==> src/hw/rtl/assert_macros.svh <==
// Assertion macros shared by the RTL files of the point-in-polygon block.
`ifndef ASSERT_MACROS_SVH
`define ASSERT_MACROS_SVH

// Property that must hold at every rising clock edge outside reset.
`define WAPIP_ASSERT(label, clk, rst, prop, msg) \
   label: assert property (@(posedge clk) disable iff (rst) (prop)) \
      else $error(msg);

// Condition that must never be seen at a rising clock edge outside reset.
`define WAPIP_NEVER(label, clk, rst, cond, msg) \
   `WAPIP_ASSERT(label, clk, rst, !(cond), msg)

`endif

==> src/hw/rtl/wapip_pkg.sv <==
// Types, constants and the arctangent table of the point-in-polygon block.
package wapip_pkg;

   // Store depth and CORDIC length.
   localparam int MAX_VERTICES = 64;
   localparam int CORDIC_STEPS = 16;
   localparam int TABLE_LEN    = 24;
   localparam int CORDIC_ITERS = (CORDIC_STEPS < TABLE_LEN) ? CORDIC_STEPS : TABLE_LEN;
   localparam int ITER_W       = $clog2(TABLE_LEN);

   // Angle scales: 65536 units per turn outside, 2^24 inside the CORDIC.
   localparam int HALF_TURN       = 32768;
   localparam int FULL_TURN       = 65536;
   localparam int FINE_QUARTER    = 4194304;
   localparam int SUM_LIMIT       = 4194304;
   localparam int ROUND_BIAS      = 128;
   localparam int ROUND_SHIFT     = 8;
   localparam int VEC_SCALE_SHIFT = 14;

   // Widths of fields and internal values.
   localparam int REQ_W     = 2;
   localparam int COORD_W   = 16;
   localparam int SUM_OUT_W = 24;
   localparam int DELTA_W   = COORD_W + 1;
   localparam int ROT_W     = COORD_W + 2;
   localparam int CX_W      = 34;
   localparam int Z_W       = 26;
   localparam int ANG_W     = 17;
   localparam int VERTEX_W  = 2 * COORD_W;
   localparam int VADDR_W   = $clog2(MAX_VERTICES);
   localparam int VCNT_W    = $clog2(MAX_VERTICES + 1);
   localparam int SUM_W     = (VADDR_W + ANG_W + 1 > SUM_OUT_W + 1) ?
                              (VADDR_W + ANG_W + 1) : (SUM_OUT_W + 1);

   // Request codes.
   localparam logic [REQ_W-1:0] REQ_CLEAR  = 2'd0;
   localparam logic [REQ_W-1:0] REQ_APPEND = 2'd1;
   localparam logic [REQ_W-1:0] REQ_QUERY  = 2'd2;

   // Input item.
   typedef struct packed {
      logic [REQ_W-1:0]          req_type;
      logic signed [COORD_W-1:0] coord_x;
      logic signed [COORD_W-1:0] coord_y;
   } req_item_type;

   // Result item.
   typedef struct packed {
      logic                        inside_res;
      logic signed [SUM_OUT_W-1:0] angle_sum;
      logic                        list_full;
   } rsp_item_type;

   // Status of the shared CORDIC unit.
   typedef struct packed {
      logic busy;
      logic done;
   } cordic_sts_type;

   // atan(2^-i) at 2^24 units per turn, rounded to nearest.
   function automatic logic signed [Z_W-1:0] atan_step(input logic [ITER_W-1:0] idx);
      logic signed [Z_W-1:0] val;
      case (idx)
         5'd0:    val = 26'sd2097152;
         5'd1:    val = 26'sd1238021;
         5'd2:    val = 26'sd654136;
         5'd3:    val = 26'sd332050;
         5'd4:    val = 26'sd166669;
         5'd5:    val = 26'sd83416;
         5'd6:    val = 26'sd41718;
         5'd7:    val = 26'sd20860;
         5'd8:    val = 26'sd10430;
         5'd9:    val = 26'sd5215;
         5'd10:   val = 26'sd2608;
         5'd11:   val = 26'sd1304;
         5'd12:   val = 26'sd652;
         5'd13:   val = 26'sd326;
         5'd14:   val = 26'sd163;
         5'd15:   val = 26'sd81;
         5'd16:   val = 26'sd41;
         5'd17:   val = 26'sd20;
         5'd18:   val = 26'sd10;
         5'd19:   val = 26'sd5;
         5'd20:   val = 26'sd3;
         5'd21:   val = 26'sd1;
         5'd22:   val = 26'sd1;
         default: val = 26'sd0;
      endcase
      return val;
   endfunction

endpackage

==> src/hw/rtl/wapip_ram.sv <==
// Generic simple dual-port RAM with one write port and a registered read port.
module wapip_ram #(
   parameter int WIDTH = 32,
   parameter int DEPTH = 64,
   localparam int AW   = $clog2(DEPTH)
) (
   input  logic             clock,
   input  logic             wr_en,
   input  logic [AW-1:0]    wr_addr,
   input  logic [WIDTH-1:0] wr_data,
   input  logic [AW-1:0]    rd_addr,
   output logic [WIDTH-1:0] rd_data
);

   logic [WIDTH-1:0] mem_ff [DEPTH];
   logic [WIDTH-1:0] rd_data_ff;

   // Write port and registered read port.
   always_ff @(posedge clock) begin
      if (wr_en) begin
         mem_ff[wr_addr] <= wr_data;
      end
      rd_data_ff <= mem_ff[rd_addr];
   end

   assign rd_data = rd_data_ff;

endmodule

==> src/hw/rtl/wapip_cordic.sv <==
// Iterative CORDIC unit that returns the direction angle of a vector.
`include "assert_macros.svh"

module wapip_cordic import wapip_pkg::*; (
   input  logic                     clock,
   input  logic                     reset,
   input  logic                     start,
   input  logic signed [DELTA_W-1:0] vec_x,
   input  logic signed [DELTA_W-1:0] vec_y,
   output cordic_sts_type           sts,
   output logic signed [ANG_W-1:0]  angle
);

   localparam logic signed [Z_W-1:0] FINE_Q   = Z_W'(FINE_QUARTER);
   localparam logic signed [Z_W-1:0] BIAS     = Z_W'(ROUND_BIAS);
   localparam logic signed [Z_W-1:0] HALF_POS = Z_W'(HALF_TURN);
   localparam logic signed [Z_W-1:0] HALF_NEG = -Z_W'(HALF_TURN);

   logic                    running_ff, running_in;
   logic                    round_ff, round_in;
   logic                    done_ff, done_in;
   logic [ITER_W-1:0]       iter_ff, iter_in;
   logic                    zero_ff, zero_in;
   logic signed [CX_W-1:0]  x_ff, x_in;
   logic signed [CX_W-1:0]  y_ff, y_in;
   logic signed [Z_W-1:0]   z_ff, z_in;
   logic signed [ANG_W-1:0] ang_ff, ang_in;

   logic signed [ROT_W-1:0] rot_x, rot_y;
   logic signed [Z_W-1:0]   rot_z;
   logic signed [CX_W-1:0]  shift_x, shift_y;
   logic signed [Z_W-1:0]   atan_val;
   logic signed [Z_W-1:0]   z_round;

   // Fold the left half-plane into the right one by a quarter turn.
   always_comb begin
      rot_x = ROT_W'(vec_x);
      rot_y = ROT_W'(vec_y);
      rot_z = '0;
      if (vec_x < 0) begin
         if (vec_y >= 0) begin
            rot_x = ROT_W'(vec_y);
            rot_y = -ROT_W'(vec_x);
            rot_z = FINE_Q;
         end else begin
            rot_x = -ROT_W'(vec_y);
            rot_y = ROT_W'(vec_x);
            rot_z = -FINE_Q;
         end
      end
   end

   // The shared shift and add datapath of one micro-rotation.
   assign shift_x  = x_ff >>> iter_ff;
   assign shift_y  = y_ff >>> iter_ff;
   assign atan_val = atan_step(iter_ff);

   // Round the fine angle to output units.
   assign z_round = (z_ff + BIAS) >>> ROUND_SHIFT;

   // Sequencer: load, iterate, round, then report done for one cycle.
   always_comb begin
      running_in = running_ff;
      round_in   = 1'b0;
      done_in    = 1'b0;
      iter_in    = iter_ff;
      zero_in    = zero_ff;
      x_in       = x_ff;
      y_in       = y_ff;
      z_in       = z_ff;
      ang_in     = ang_ff;
      if (start) begin
         running_in = 1'b1;
         iter_in    = '0;
         zero_in    = (vec_x == 0) && (vec_y == 0);
         x_in       = CX_W'(rot_x) <<< VEC_SCALE_SHIFT;
         y_in       = CX_W'(rot_y) <<< VEC_SCALE_SHIFT;
         z_in       = rot_z;
      end else if (running_ff) begin
         if (y_ff > 0) begin
            x_in = x_ff + shift_y;
            y_in = y_ff - shift_x;
            z_in = z_ff + atan_val;
         end else begin
            x_in = x_ff - shift_y;
            y_in = y_ff + shift_x;
            z_in = z_ff - atan_val;
         end
         if (iter_ff == ITER_W'(CORDIC_ITERS - 1)) begin
            running_in = 1'b0;
            round_in   = 1'b1;
         end else begin
            iter_in = iter_ff + 1'b1;
         end
      end else if (round_ff) begin
         done_in = 1'b1;
         if (zero_ff) begin
            ang_in = '0;
         end else if (z_round > HALF_POS) begin
            ang_in = ANG_W'(HALF_POS);
         end else if (z_round < HALF_NEG) begin
            ang_in = ANG_W'(HALF_NEG);
         end else begin
            ang_in = ANG_W'(z_round);
         end
      end
   end

   // Control registers.
   always_ff @(posedge clock) begin
      if (reset) begin
         running_ff <= 1'b0;
         round_ff   <= 1'b0;
         done_ff    <= 1'b0;
      end else begin
         running_ff <= running_in;
         round_ff   <= round_in;
         done_ff    <= done_in;
      end
   end

   // Datapath registers.
   always_ff @(posedge clock) begin
      iter_ff <= iter_in;
      zero_ff <= zero_in;
      x_ff    <= x_in;
      y_ff    <= y_in;
      z_ff    <= z_in;
      ang_ff  <= ang_in;
   end

   assign sts.busy = running_ff | round_ff;
   assign sts.done = done_ff;
   assign angle    = ang_ff;

   `WAPIP_ASSERT(a_done_single, clock, reset, sts.done |=> !sts.done, "CORDIC done held for more than one cycle")
   `WAPIP_NEVER(a_iter_range, clock, reset, running_ff && (iter_ff >= ITER_W'(CORDIC_ITERS)), "CORDIC iteration count out of range")

endmodule

==> src/hw/rtl/winding_angle_point_in_polygon_core.sv <==
// Top level of the winding-angle point-in-polygon block.
//
// Usage: items arrive on the req_ channel (valid/stall). A clear item empties
// the vertex list, an append item stores one vertex (dropped when the list is
// full), a query item asks whether its point lies inside the polygon. Every
// clear, append and query item gives one result item on the rsp_ channel;
// an item with the unused request code is taken and gives no result.
// Steps: a clear or append item goes from idle straight to the finish state,
// which loads its result into the output register once that register is
// free. A query walks the stored vertices in order; for each vertex the
// sequencer reads the store, loads the CORDIC, waits for the CORDIC
// micro-rotations on the single shared unit and its rounding step, and then
// takes the angle; closing the polygon and formatting the result follow. A
// query on an empty list goes straight to formatting the result.
// One item is worked on at a time; req_stall is high from the cycle after
// an item is taken until the result sits in the output register.
// The output register lets the block take the next item while a result is
// still stalled; a second result waits inside until the first is taken.
// Reset (synchronous, active high) empties the vertex list, drops any result
// not yet taken and returns the sequencer to idle.
`include "assert_macros.svh"

module winding_angle_point_in_polygon_core import wapip_pkg::*; (
   input  logic         clock,
   input  logic         reset,
   input  logic         req_valid,
   output logic         req_stall,
   input  req_item_type req_data,
   output logic         rsp_valid,
   input  logic         rsp_stall,
   output rsp_item_type rsp_data
);

   // Sequencer state codes.
   localparam logic [2:0] ST_IDLE   = 3'd0;
   localparam logic [2:0] ST_FETCH  = 3'd1;
   localparam logic [2:0] ST_START  = 3'd2;
   localparam logic [2:0] ST_RUN    = 3'd3;
   localparam logic [2:0] ST_CLOSE  = 3'd4;
   localparam logic [2:0] ST_FINISH = 3'd5;

   localparam int STEP_W = ANG_W + 1;
   localparam logic signed [STEP_W-1:0]    STEP_HALF   = STEP_W'(HALF_TURN);
   localparam logic signed [STEP_W-1:0]    STEP_FULL   = STEP_W'(FULL_TURN);
   localparam logic signed [SUM_W-1:0]     SUM_HALF    = SUM_W'(HALF_TURN);
   localparam logic signed [SUM_W-1:0]     SUM_MAX     = SUM_W'(SUM_LIMIT);
   localparam logic signed [SUM_OUT_W-1:0] OUT_HALF    = SUM_OUT_W'(HALF_TURN);
   localparam logic [VCNT_W-1:0]           COUNT_LIMIT = VCNT_W'(MAX_VERTICES);

   logic [2:0]                state_ff, state_in;
   logic [VCNT_W-1:0]         count_ff, count_in;
   logic [VADDR_W-1:0]        idx_ff, idx_in;
   logic signed [COORD_W-1:0] px_ff, px_in;
   logic signed [COORD_W-1:0] py_ff, py_in;
   logic signed [SUM_W-1:0]   sum_ff, sum_in;
   logic signed [ANG_W-1:0]   first_ff, first_in;
   logic signed [ANG_W-1:0]   prev_ff, prev_in;
   logic                      rsp_valid_ff, rsp_valid_in;
   rsp_item_type              rsp_data_ff, rsp_data_in;

   logic                      req_fire;
   logic                      out_free;
   logic                      list_has_room;
   logic                      last_vertex;
   logic                      ram_wr_en;
   logic [VERTEX_W-1:0]       ram_rd_data;
   logic signed [COORD_W-1:0] vert_x, vert_y;
   logic signed [DELTA_W-1:0] delta_x, delta_y;
   logic                      cordic_start;
   cordic_sts_type            cordic_sts;
   logic signed [ANG_W-1:0]   cordic_angle;
   logic signed [ANG_W-1:0]   step_a, step_b;
   logic signed [STEP_W-1:0]  step_diff, step_wrap;
   logic signed [SUM_W-1:0]   sum_next;
   logic                      sum_inside;

   assign req_stall     = (state_ff != ST_IDLE);
   assign req_fire      = req_valid && (state_ff == ST_IDLE);
   assign out_free      = !rsp_valid_ff || !rsp_stall;
   assign list_has_room = (count_ff < COUNT_LIMIT);
   assign last_vertex   = (VCNT_W'(idx_ff) == count_ff - VCNT_W'(1));
   assign ram_wr_en     = req_fire && (req_data.req_type == REQ_APPEND) && list_has_room;

   // Vertex store, x in the upper half of each word and y in the lower.
   wapip_ram #(
      .WIDTH (VERTEX_W),
      .DEPTH (MAX_VERTICES)
   ) u_vertex_ram (
      .clock   (clock),
      .wr_en   (ram_wr_en),
      .wr_addr (count_ff[VADDR_W-1:0]),
      .wr_data ({req_data.coord_x, req_data.coord_y}),
      .rd_addr (idx_ff),
      .rd_data (ram_rd_data)
   );

   // Vertex relative to the query point.
   assign vert_x  = ram_rd_data[VERTEX_W-1:COORD_W];
   assign vert_y  = ram_rd_data[COORD_W-1:0];
   assign delta_x = DELTA_W'(vert_x) - DELTA_W'(px_ff);
   assign delta_y = DELTA_W'(vert_y) - DELTA_W'(py_ff);

   assign cordic_start = (state_ff == ST_START);

   wapip_cordic u_cordic (
      .clock (clock),
      .reset (reset),
      .start (cordic_start),
      .vec_x (delta_x),
      .vec_y (delta_y),
      .sts   (cordic_sts),
      .angle (cordic_angle)
   );

   // Angle step of one edge, wrapped into the half-turn range, and the new sum.
   always_comb begin
      step_a = cordic_angle;
      step_b = prev_ff;
      if (state_ff == ST_CLOSE) begin
         step_a = first_ff;
      end
      step_diff = STEP_W'(step_a) - STEP_W'(step_b);
      step_wrap = step_diff;
      if (step_diff > STEP_HALF) begin
         step_wrap = step_diff - STEP_FULL;
      end else if (step_diff < -STEP_HALF) begin
         step_wrap = step_diff + STEP_FULL;
      end
      sum_next = sum_ff + SUM_W'(step_wrap);
   end

   assign sum_inside = (sum_ff >= SUM_HALF) || (sum_ff <= -SUM_HALF);

   // Sequencer and result formatting.
   always_comb begin
      state_in     = state_ff;
      count_in     = count_ff;
      idx_in       = idx_ff;
      px_in        = px_ff;
      py_in        = py_ff;
      sum_in       = sum_ff;
      first_in     = first_ff;
      prev_in      = prev_ff;
      rsp_valid_in = rsp_valid_ff && rsp_stall;
      rsp_data_in  = rsp_data_ff;
      unique case (state_ff)
         ST_IDLE: begin
            if (req_fire) begin
               px_in  = req_data.coord_x;
               py_in  = req_data.coord_y;
               sum_in = '0;
               idx_in = '0;
               case (req_data.req_type)
                  REQ_CLEAR: begin
                     count_in = '0;
                     state_in = ST_FINISH;
                  end
                  REQ_APPEND: begin
                     if (list_has_room) begin
                        count_in = count_ff + VCNT_W'(1);
                     end
                     state_in = ST_FINISH;
                  end
                  REQ_QUERY: begin
                     if (count_ff == '0) begin
                        state_in = ST_FINISH;
                     end else begin
                        state_in = ST_FETCH;
                     end
                  end
                  default: begin
                     state_in = ST_IDLE;
                  end
               endcase
            end
         end
         ST_FETCH: begin
            state_in = ST_START;
         end
         ST_START: begin
            state_in = ST_RUN;
         end
         ST_RUN: begin
            if (cordic_sts.done) begin
               prev_in = cordic_angle;
               if (idx_ff == '0) begin
                  first_in = cordic_angle;
               end else begin
                  sum_in = sum_next;
               end
               if (last_vertex) begin
                  state_in = ST_CLOSE;
               end else begin
                  idx_in   = idx_ff + 1'b1;
                  state_in = ST_FETCH;
               end
            end
         end
         ST_CLOSE: begin
            sum_in   = sum_next;
            state_in = ST_FINISH;
         end
         ST_FINISH: begin
            if (out_free) begin
               rsp_valid_in           = 1'b1;
               rsp_data_in.inside_res = sum_inside;
               rsp_data_in.list_full  = !list_has_room;
               if (sum_ff > SUM_MAX) begin
                  rsp_data_in.angle_sum = SUM_OUT_W'(SUM_MAX);
               end else if (sum_ff < -SUM_MAX) begin
                  rsp_data_in.angle_sum = SUM_OUT_W'(-SUM_MAX);
               end else begin
                  rsp_data_in.angle_sum = SUM_OUT_W'(sum_ff);
               end
               state_in = ST_IDLE;
            end
         end
         default: begin
            state_in = ST_IDLE;
         end
      endcase
   end

   // Control registers.
   always_ff @(posedge clock) begin
      if (reset) begin
         state_ff     <= ST_IDLE;
         count_ff     <= '0;
         rsp_valid_ff <= 1'b0;
      end else begin
         state_ff     <= state_in;
         count_ff     <= count_in;
         rsp_valid_ff <= rsp_valid_in;
      end
   end

   // Datapath registers.
   always_ff @(posedge clock) begin
      idx_ff      <= idx_in;
      px_ff       <= px_in;
      py_ff       <= py_in;
      sum_ff      <= sum_in;
      first_ff    <= first_in;
      prev_ff     <= prev_in;
      rsp_data_ff <= rsp_data_in;
   end

   assign rsp_valid = rsp_valid_ff;
   assign rsp_data  = rsp_data_ff;

   `WAPIP_ASSERT(a_count_bound, clock, reset,
      count_ff <= COUNT_LIMIT,
      "vertex count beyond store depth")
   `WAPIP_ASSERT(a_fetch_in_list, clock, reset,
      (state_ff == ST_FETCH) |-> (VCNT_W'(idx_ff) < count_ff),
      "vertex read beyond the list")
   `WAPIP_NEVER(a_cordic_overlap, clock, reset,
      cordic_start && cordic_sts.busy,
      "CORDIC started while busy")
   `WAPIP_ASSERT(a_outside_sum, clock, reset,
      (rsp_valid_ff && !rsp_data_ff.inside_res) |->
         ((rsp_data_ff.angle_sum < OUT_HALF) && (rsp_data_ff.angle_sum > -OUT_HALF)),
      "outside answer with a half-turn sum")

endmodule
==> config.mk <==
export PLATFORM = sky130hd
export DESIGN_NAME = winding_angle_point_in_polygon_core
export DESIGN_NICKNAME = d
export VERILOG_FILES = /design/src/hw/rtl/wapip_pkg.sv /design/src/hw/rtl/wapip_ram.sv /design/src/hw/rtl/wapip_cordic.sv /design/src/hw/rtl/winding_angle_point_in_polygon_core.sv
export VERILOG_INCLUDE_DIRS = /design/src /design/src/hw/rtl
export SDC_FILE = /design/constraint.sdc
export NUM_CORES = 2
export LEC_CHECK = 0
export BUFFER_PORTS_ARGS = -buffer_cell sky130_fd_sc_hd__buf_2
export CAP_MARGIN = 20
export CORE_MARGIN = 2
export CORE_UTILIZATION = 50
export CTS_BUF_LIST = sky130_fd_sc_hd__clkbuf_8
export CTS_CLUSTER_DIAMETER = 50
export DETAILED_ROUTE_END_ITERATION = 8
export HOLD_SLACK_MARGIN = 0.15
export PLACE_DENSITY = 0.72
export RECOVER_POWER = 50
export SETUP_SLACK_MARGIN = 0.05
export SLEW_MARGIN = 5
export SYNTH_ARGS = -nofsm -noshare
export SYNTH_HDL_FRONTEND = slang
export SYNTH_SLANG_ARGS = --single-unit
export TNS_END_PERCENT = 1
==> constraint.sdc <==
create_clock -name clock -period 10.37 [get_ports clock]
set_input_delay 3.111 -clock clock [delete_from_list [all_inputs] [get_ports clock]]
set_output_delay 3.111 -clock clock [all_outputs]
set_load 0.02 [all_outputs]
==> flow_summary.yaml <==
run_status:
  status: "finished with violations"
  violations: "max-capacitance violations, max-slew violations"
grt:
  grt_pass1_vias: 60194
  antenna_found_initial: 9
  grt_pass1_wl_mm: 395.5
  grt_max_degree: 109
  grt_util_all_layers_pct: 24.60
  overflow: 0
critical_path:
  r2r_end: "u_cordic.x_ff[27]$_DFFE_PP_"
  critical_path_required_ns: 10.99
  crit_path_end_kind: "register"
  r2r_cells: 23
  crit-reg2reg-launch: "u_cordic.iter_ff[1]$_SDFFE_PP0P_"
  cp_common_cell: "a21o_1"
  rrSetupSlack_ns: 1.56
  crit_arrival_ns: 9.44
  cp_slowest_cell: "dfxtp_1"
  cp_max_fo: 65
  slowest_delay_ns: 2.16
  setup.worst_path.class: "reg2reg"
  cp-start-kind: "register"
  path_cells: "buf_4, mux4_2, mux2i_1, o21ai_0, nor2_1, ha_1, nand4b_1, nor4_4, a21o_1, a22oi_1, o21ai_0, ha_1, a21o_1, a21o_1, a21o_1, a21o_1, a21oi_1, o21ai_0, a211oi_1, nand2b_1, a31oi_1, xor2_1, o22ai_1"
floorplanning:
  die_area_sq_um: 215000
  start_util_pct: 50.37
  floorplan.rows: 168
  ios: 66
  die_w_microns: 463.7
  die_h_microns: 463.7
  coreArea_sq_um: 209800
sta:
  rsz0062_at_grt: "false"
  min_period_ns: 8.814
  fin_tns_setup_ns: 0
  min_period_over_period_pct: 84.99
  setup_violations: 0
  slew_violations: 2034
  hold_viol_final: 0
  finClkSkew_ns: 0.1265
  worst_pin_slew_ns: 6.992
  holdWs_ns: 0.3989
  slew_headroom_pct: -366.2
  max_freq_ghz: 0.1135
  setup_ws_ns: 1.556
clock_tree:
  post-cts-setup-buffers: 0
  cts-resized-gates: 0
  clock-root-buffer: "clkbuf_8"
  cts.sinks: 2356
  path_clk_slew_ns: 0.06
  cts_tree: "yes"
  clock_path_buffers: 4
  hold_buffers: 0
  htreeDepth: 5
  cts_buffers: 380
  clk-insertion-delay-late_ns: 1.06
synth:
  yosys_warnings: 0
  synth_ff_type: "edfxtp_1"
  yosysSeqAreaShare_pct: 66.00
  synth_edf_count: 2255
  synth-xor-area-share_pct: 2.213
  synth.area.top_cells: "edfxtp_1 (64%), mux4_2 (15%), ha_1 (2.2%), dfxtp_1 (1.9%), xnor2_1 (1.3%)"
  synthAdderAreaFrac_pct: 2.347
  synth_nets: 6499
  syn_area_per_cell_sq_um: 16.86
  synth_compound_area_share_pct: 5.734
  synth_top_family_by_area: "multiplexers"
  synth_cells: 6267
  synth.distinct_cells: 105
  synth_top_area_cell: "edfxtp_1"
  muxShareOfSynthArea_pct: 16.54
  synth-seq-cells: 2356
  async_reset_ff_share_pct: 0
  syn_area_sq_um: 105700
  synth_top_area_share_pct: 64.09
  synthSimpleGateAreaFrac_pct: 5.406
placement:
  portBuffers: 65
  dpl_cell_area_sq_um: 109900
  pre_cts_ws_ns: 2.498
  routabilityCongestion: 0.9376
  hpwl_mm: 163.2
worst_hold_path:
  hp-start: "u_cordic.angle[7]$_SDFFCE_PP0P_"
  whs_endpoint: "prev_ff[7]$_DFFE_PP_"
  min-delay-path-class: "reg2reg"
  hold_path_depth: 0
route:
  vias: 60975
  avgViaCountPerCell: 6.308
  antenna_left: 0
  wl_met1_mm: 107.2
  met2_length_mm: 130.0
  wl_met3_mm: 23.50
  drc: 0
  drt-wirelength-per-cell_microns: 27.85
  routed.top_layer: "met5"
  drtIter0Drc: 7851
  drt_wl_total_mm: 269.2
  first_pass_iters: 6
cells_and_area:
  finalCoreUtilization_pct: 55.68
  fillerInstances: 16130
  layout-drive-gt1-share_pct: 21.86
  nets: 6808
  syn_to_final_growth_pct: 10.54
  stdcell_area_sq_um: 116800
run:
  cap_violations: 39
pwr:
  leakage_nw: 38.61
  p_per_area_nw_per_um2: 304.4
  ir_drop_v: 0.0003607
## logic make-up (layout without fill, tap and decap cells)
| logic type | after synthesis | after routing |
|---|---|---|
| xor+xnor | 267 | 267 |
| mux | 878 | 878 |
| flops | 2356 | 2356 |
| buf+inv | 457 | 1046 |
| fa+ha+maj | 194 | 194 |
| simple gates | 1196 | 1196 |
| compound gates | 919 | 919 |
| other cells | 0 | 6 |
## report_power, final
part	total (mW)	switching, mW	leakage [nW]	internal (mW)
sequential	11.9	0.734	21.2	11.1
combinational	16.3	9.60	13.5	6.75
clock	7.36	3.58	3.93	3.78
total	35.6	13.9	38.6	21.7
## registers in the layout, summed over array words and instances, names as in the netlist
signal,cells
count_ff,7
first_ff,17
idx_ff,6
prev_ff,17
px_ff,16
py_ff,16
rsp_data,26
rsp_valid,1
state_ff,3
sum_ff,25
u_cordic.angle,17
u_cordic.atan_val,22
u_cordic.done_ff,1
u_cordic.iter_ff,5
u_cordic.round_ff,1
u_cordic.running_ff,1
u_cordic.x_ff,34
u_cordic.y_ff,34
u_cordic.z_ff,26
u_cordic.zero_ff,1
u_vertex_ram.mem_ff,2048
u_vertex_ram.rd_data,32
## worst max-delay path, delay by kind of cell, from the launching register on
family          cells  cell delay, ns
xor+xnor            1            0.18
flops               1            2.16
fa+ha+maj           2            0.56
compound gates     13            2.60
simple gates        4            1.20
buf+inv             1            0.67
mux                 2            1.02
## through the flow
step | total power [mW] | std cells
6_report | 35.56 | 9667
3_3_place_gp | 27.89 | 8968
5_1_grt | 37.49 | 9663
2_1_floorplan | 23.63 | 6267
3_5_place_dp | 28.06 | 8972
4_1_cts | 35.45 | 9634
## final cells by class
class                   instances  area (sq um)  share of cell area [%]
inverters                     153         581.8                  0.4981
clock buffers                 390          5368                   4.595
well taps                    2805          3510                   3.005
diodes                          6         15.01                 0.01285
multi-input cells            3454         34570                   29.59
repair buffers                231          1536                   1.315
clock inverters               272          1483                   1.269
flip-flops and latches       2356         69750                   59.71
## placed cells by master (no fill, tap or decap), drive strengths merged, types with 20 or more instances in the layout
master / count
a211oi: 37
a21o: 65
a21oi: 212
a22oi: 39
a31oi: 53
and2: 21
and3: 30
buf: 165
clkbuf: 456
clkinv: 133
dfxtp: 101
edfxtp: 2255
ha: 187
inv: 269
mux2: 54
mux2i: 135
mux4: 689
nand2: 339
nand2b: 36
nand3: 94
nand4: 24
nor2: 364
nor2b: 81
nor3: 76
nor4: 30
o211ai: 33
o21a: 42
o21ai: 204
o22ai: 40
o31ai: 20
or3: 27
xnor2: 158
xor2: 109
## cells in the mapped netlist (10+ instances only)
| master | number |
|---|---|
| xor2_1 | 109 |
| buf_2 | 23 |
| and3_1 | 30 |
| nand3b_1 | 10 |
| o211ai_1 | 31 |
| a21oi_1 | 211 |
| ha_1 | 187 |
| a22oi_1 | 38 |
| xnor2_1 | 158 |
| or3_1 | 27 |
| o22ai_1 | 40 |
| edfxtp_1 | 2255 |
| nand3_1 | 94 |
| and2_1 | 21 |
| nand4_1 | 24 |
| clkbuf_1 | 183 |
| buf_6 | 11 |
| a221o_1 | 17 |
| o21ai_0 | 201 |
| nand2_1 | 338 |
| nor2_1 | 364 |
| a32oi_1 | 10 |
| nand2b_1 | 35 |
| o31ai_1 | 18 |
| o21a_1 | 42 |
| o21bai_1 | 18 |
| dfxtp_1 | 101 |
| nor4_1 | 25 |
| nor2b_1 | 81 |
| a211oi_1 | 36 |
| o221ai_1 | 12 |
| buf_1 | 82 |
| or2_2 | 17 |
| mux2_2 | 53 |
| nor3_1 | 75 |
| mux2i_1 | 135 |
| o2111ai_1 | 13 |
| a31oi_1 | 53 |
| inv_1 | 146 |
| a22o_1 | 11 |
| mux4_2 | 688 |
| a21o_1 | 65 |
## how the worst max path moves through the flow
stage,startpoint,to,slack [ns]
after floorplan,state_ff[1]$_SDFFE_PP0P_,sum_ff[24]$_SDFFCE_PN0P_,3.12
after global placement,state_ff[0]$_SDFFE_PP0P_,sum_ff[24]$_SDFFCE_PN0P_,2.30
after detailed placement,state_ff[0]$_SDFFE_PP0P_,sum_ff[24]$_SDFFCE_PN0P_,2.50
after CTS,state_ff[1]$_SDFFE_PP0P_,sum_ff[24]$_SDFFCE_PN0P_,2.42
after global routing,u_cordic.iter_ff[1]$_SDFFE_PP0P_,u_cordic.x_ff[27]$_DFFE_PP_,0.96
final,u_cordic.iter_ff[1]$_SDFFE_PP0P_,u_cordic.x_ff[27]$_DFFE_PP_,1.56
## per-layer routing
metal | GRT usage [%] | vias to the layer above
met5 | 0 | -
met4 | 8.119 | 2
met3 | 4.252 | 521
met2 | 39.41 | 3079
met1 | 34.43 | 31417
li1 | - | 25956
No activity file was read; power rests on OpenSTA's default activity.
